===== config.mk =====
export PLATFORM = sky130hd
export DESIGN_NAME = ppfs_ram
export DESIGN_NICKNAME = d
export VERILOG_FILES = /design/src/hw/rtl/ppfs_ram.sv
export SDC_FILE = /design/constraint.sdc
export NUM_CORES = 1
export LEC_CHECK = 0
export ABC_AREA = 1
export BUFFER_PORTS_ARGS = -buffer_cell sky130_fd_sc_hd__buf_4
export CAP_MARGIN = 20
export CORE_ASPECT_RATIO = 0.6
export CORE_MARGIN = 1.5
export CORE_UTILIZATION = 63
export CTS_BUF_LIST = sky130_fd_sc_hd__clkbuf_16
export CTS_CLUSTER_DIAMETER = 200
export DETAILED_ROUTE_END_ITERATION = 16
export PLACE_DENSITY_LB_ADDON = 0.15
export SYNTH_ARGS = -nofsm -noshare
export SYNTH_HDL_FRONTEND = slang
export SYNTH_SLANG_ARGS = --single-unit

===== constraint.sdc =====
create_clock -name clk_i -period 2.35 [get_ports clk_i]
set_input_delay 0 -clock clk_i [delete_from_list [all_inputs] [get_ports clk_i]]
set_output_delay 0 -clock clk_i [all_outputs]
set_load 0.02 [all_outputs]

===== src/hw/rtl/ppfs_ram.sv =====
`timescale 1ns / 1ps
// ----------------------------------------------------------------------------
// Generic RAM
// One write port and one read port with registered read data.
// ----------------------------------------------------------------------------
module ppfs_ram #(
  parameter int WIDTH = 8,
  parameter int DEPTH = 64,
  parameter int AW    = (DEPTH > 1) ? $clog2(DEPTH) : 1
) (
  input  logic             clk_i,
  input  logic             we_i,
  input  logic [AW-1:0]    waddr_i,
  input  logic [WIDTH-1:0] wdata_i,
  input  logic             re_i,
  input  logic [AW-1:0]    raddr_i,
  output logic [WIDTH-1:0] rdata_o
);

  logic [WIDTH-1:0] mem_q [DEPTH];
  logic [WIDTH-1:0] rdata_q;

  always_ff @(posedge clk_i) begin
    if (we_i) begin
      mem_q[waddr_i] <= wdata_i;
    end
    if (re_i) begin
      rdata_q <= mem_q[raddr_i];
    end
  end

  assign rdata_o = rdata_q;

endmodule


==> metrics.md <==
| Metric | Value |
|---|---|
| Register area share after synthesis | 72.9% |
| Final core occ | 71.0% |
| Area Growth Syn to Fin | 11.3% |
| Mapped cell area | 0.0214 mm2 |
| Max FO, Critical Path | 9 |
| Final hold violations | 0 |
| Maximum vdd drop | 617 uV |
| Slew of the pin with the lowest slew margin | between 800 and 900 ps |
| TritonCTS Buffers | 46 |
| GRT Overall Usage | 30.9% |
| P_leak | 8.70 nW |
| Starting Density | between 60% and 70% |
| Number of routed nets with antenna violations | 0 |
| CTS Buffer Depth | 3 |
| Crit path kind | in -> reg |
| Most Used Layer, Global Route | met1 |
| Sinks on the clock net | 520 |
| Die Span Y | around 150 um |
| Unrepaired setup endpoints after global routing | false |
| PortBufs | 30 |
| Req. time, crit path | 2540 ps |
| Worst reg2reg path depth | 9 |
| Setup ws final | 383 ps |
| Min Tclk post-route | 1970 ps |
| Asr flop ratio synth | 0% |
| Pre-CTS setup slack | 485 ps |
| First-pass GRT wire length | 80,300 um |
| I/O Pins | 31 |
| Reg2Reg Capture Point | rdata_o[5]$_DFFE_PP_ |
| Routed WL per cell | 22.5 um |
| Worst path arrival time | ~2200 ps |
| Vias in the first global route | around 13,000 |
| GR Util met1 | 49.9% |
| Count leader, synth | nand2_1 |
| Post-route non-filler standard cell count | 2,361 |
| Slew Limit Fails | 0 |
| Clk Latency, worst-skew pair | 560 ps |
| Flop2flop setup slack | 380 ps |
| Post-synth EDFFs | 520 |
| Max Freq | approximately 510 MHz |
| Number of DRC markers in iteration 0 | between 2,000 and 2,500 |
| Synth Warn # | 0 |
| GPL Wtd Cong | a little under 0.9 |
| Final Setup Violations | 0 |
| Hold Path Sink | mem_q[50][7]$_DFFE_PP_ |
| Synth Net Count | 1,828 |
| Hold-critical path depth | 1 |
| P per Cell Area | 813 mW/mm2 |
| Post-synth top area cell | edfxtp_1 |
| Worst slew margin | 44.2% |
| Initial antenna violation count | 3 |
| CORE AREA | between 0.03 and 0.04 mm2 |
| Setup Buffers After CTS | 0 |
| Vias | 14,359 |
| Post-Place Cells | 2,267 |
| Hold Crit Start | wdata_i[7] |
| Met3 Use GR | ~7.6% |
| Post_cts resized | 0 |
| CTS clock-pin slew for the worst setup and hold paths | 60 ps |
| Hold Crit Class | in -> reg |
| DRT Pass-1 Iters | 6 |
| Die area | 0.0352 mm2 |
| Largest net degree at the start of global routing | 129 |
| Root Driver | clkbuf_16 |
| Hold slack | 14.3 ps |
| Share of layout cells above drive strength 1 | 9.79% |
| Vias per cell | 6.08 |
| Die X | ~240 um |
| Period utilization | a little over four fifths |
| Hpwl dp | 31,500 um |
| Area contributors post-synth | edfxtp_1 73%, nand2_1 11%, nand3_1 10%, buf_6 1.8%, nor2_1 0.98% |
| Drt drc | 0 |
| Met2 Resource Use GR | 42.6% |
| FP Rows | 52 |
| #FFs+latches synth | 520 |
| CP startpoint kind | input pin |
| Setup Skew | around 9.3 ps |
| Reg2reg start | mem_q[36][5]$_DFFE_PP_ |
| Most used DFF post-synth | edfxtp_1 |
| Top cells by count, synth | 648 x nand2_1, 520 x edfxtp_1, 439 x nand3_1 |
| Top-area cell type share of the netlist area | 72.9% |
| Cell count after synthesis | around 1,800 |
| CTS H-tree lvls | 2 |
| Nets | 1,887 |
| Critical path endpoint category | register |
| Netlist cell types | 15 |
| Setup TNS | 0 ps |
| Avg Cell Area, Syn | 11.9 um2 |
| Max_cap viols | 0 |
| CTS tree | built |
| Gr ovfl total | 0 |
| Total Routed Length | 53,100 um |
| Status | completed |
[state kept, by name, indices dropped and copies added (netlist names)]
register / flops
rdata_o: 8
mem_q: 512
[what timing repair did]
action                     CTS  global route
setup endpoints to repair    0             0
hold endpoints to repair    64             0
hold buffers                 8             0
[worst max path at each step]
| stage | from | end | slack, ps |
|---|---|---|---|
| 2_1_floorplan | we_i | mem_q[48][0]$_DFFE_PP_ | 580 |
| 3_3_place_gp | waddr_i[1] | mem_q[25][7]$_DFFE_PP_ | 490 |
| 3_5_place_dp | waddr_i[1] | mem_q[25][2]$_DFFE_PP_ | 480 |
| 4_1_cts | mem_q[36][5]$_DFFE_PP_ | rdata_o[5]$_DFFE_PP_ | 460 |
| 5_1_grt | mem_q[36][5]$_DFFE_PP_ | rdata_o[5]$_DFFE_PP_ | 290 |
| 6_report | waddr_i[1] | mem_q[25][2]$_DFFE_PP_ | 380 |
[routing by layer]
layer | part of all wire (%) | vias to the layer above
li1 | - | 6471
met1 | 42 | 6869
met2 | 43 | 917
met3 | 13 | 100
met4 | 2.1 | 2
met5 | 0.023 | -
[report_power, final]
part / switching, mW / internal, mW
clock: 3.29 / 4.53
sequential: 0.0364 / 10.3
combinational: 0.921 / 0.323
[critical path, stage by stage]
cell and delay (ps):
dlygate4sd3_1 550, buf_4 180, inv_1 190, nand4_1 430
nor2_1 800
[stage by stage]
step	power, mW	instance area (um2)
after global placement	11.7	22200
after floorplan	11.2	21400
after CTS	19.4	23800
after detailed placement	11.7	22200
after global routing	19.9	23800
final	19.4	23800
[cells in the final DEF, fill, tap and decap left out, types with 6 or more instances in the layout]
master / Yosys / routed
nor4_1: 8 / 8
buf_12: 0 / 10
dlygate4sd3_1: 0 / 8
nand2_1: 648 / 648
nor2_1: 56 / 56
bufinv_16: 0 / 7
edfxtp_1: 520 / 520
nand3_1: 439 / 439
nand4_1: 9 / 9
buf_4: 14 / 105
clkinv_1: 0 / 15
clkinv_2: 0 / 6
clkbuf_16: 0 / 49
inv_1: 10 / 11
[logic make-up (layout without fill, tap and decap cells)]
kind of cell / after synthesis / after routing / share of synthesized area, %
buffers and inverters: 125 / 220 / 4.01
flip-flops: 520 / 520 / 72.9
other: 0 / 2 / 0
AND/OR/NAND/NOR: 1160 / 1160 / 23.1
[final cells by class]
type | count | area (um2)
fillers | 2318 | 9730
diodes | 2 | 5.00
repair buffers | 124 | 1080
inverters | 12 | 52.6
flip-flops and latches | 520 | 15600
multi-input cells | 1160 | 4950
clock inverters | 35 | 344
clock buffers | 49 | 1230
well taps | 459 | 574
Power figures use the tool's default switching activity.
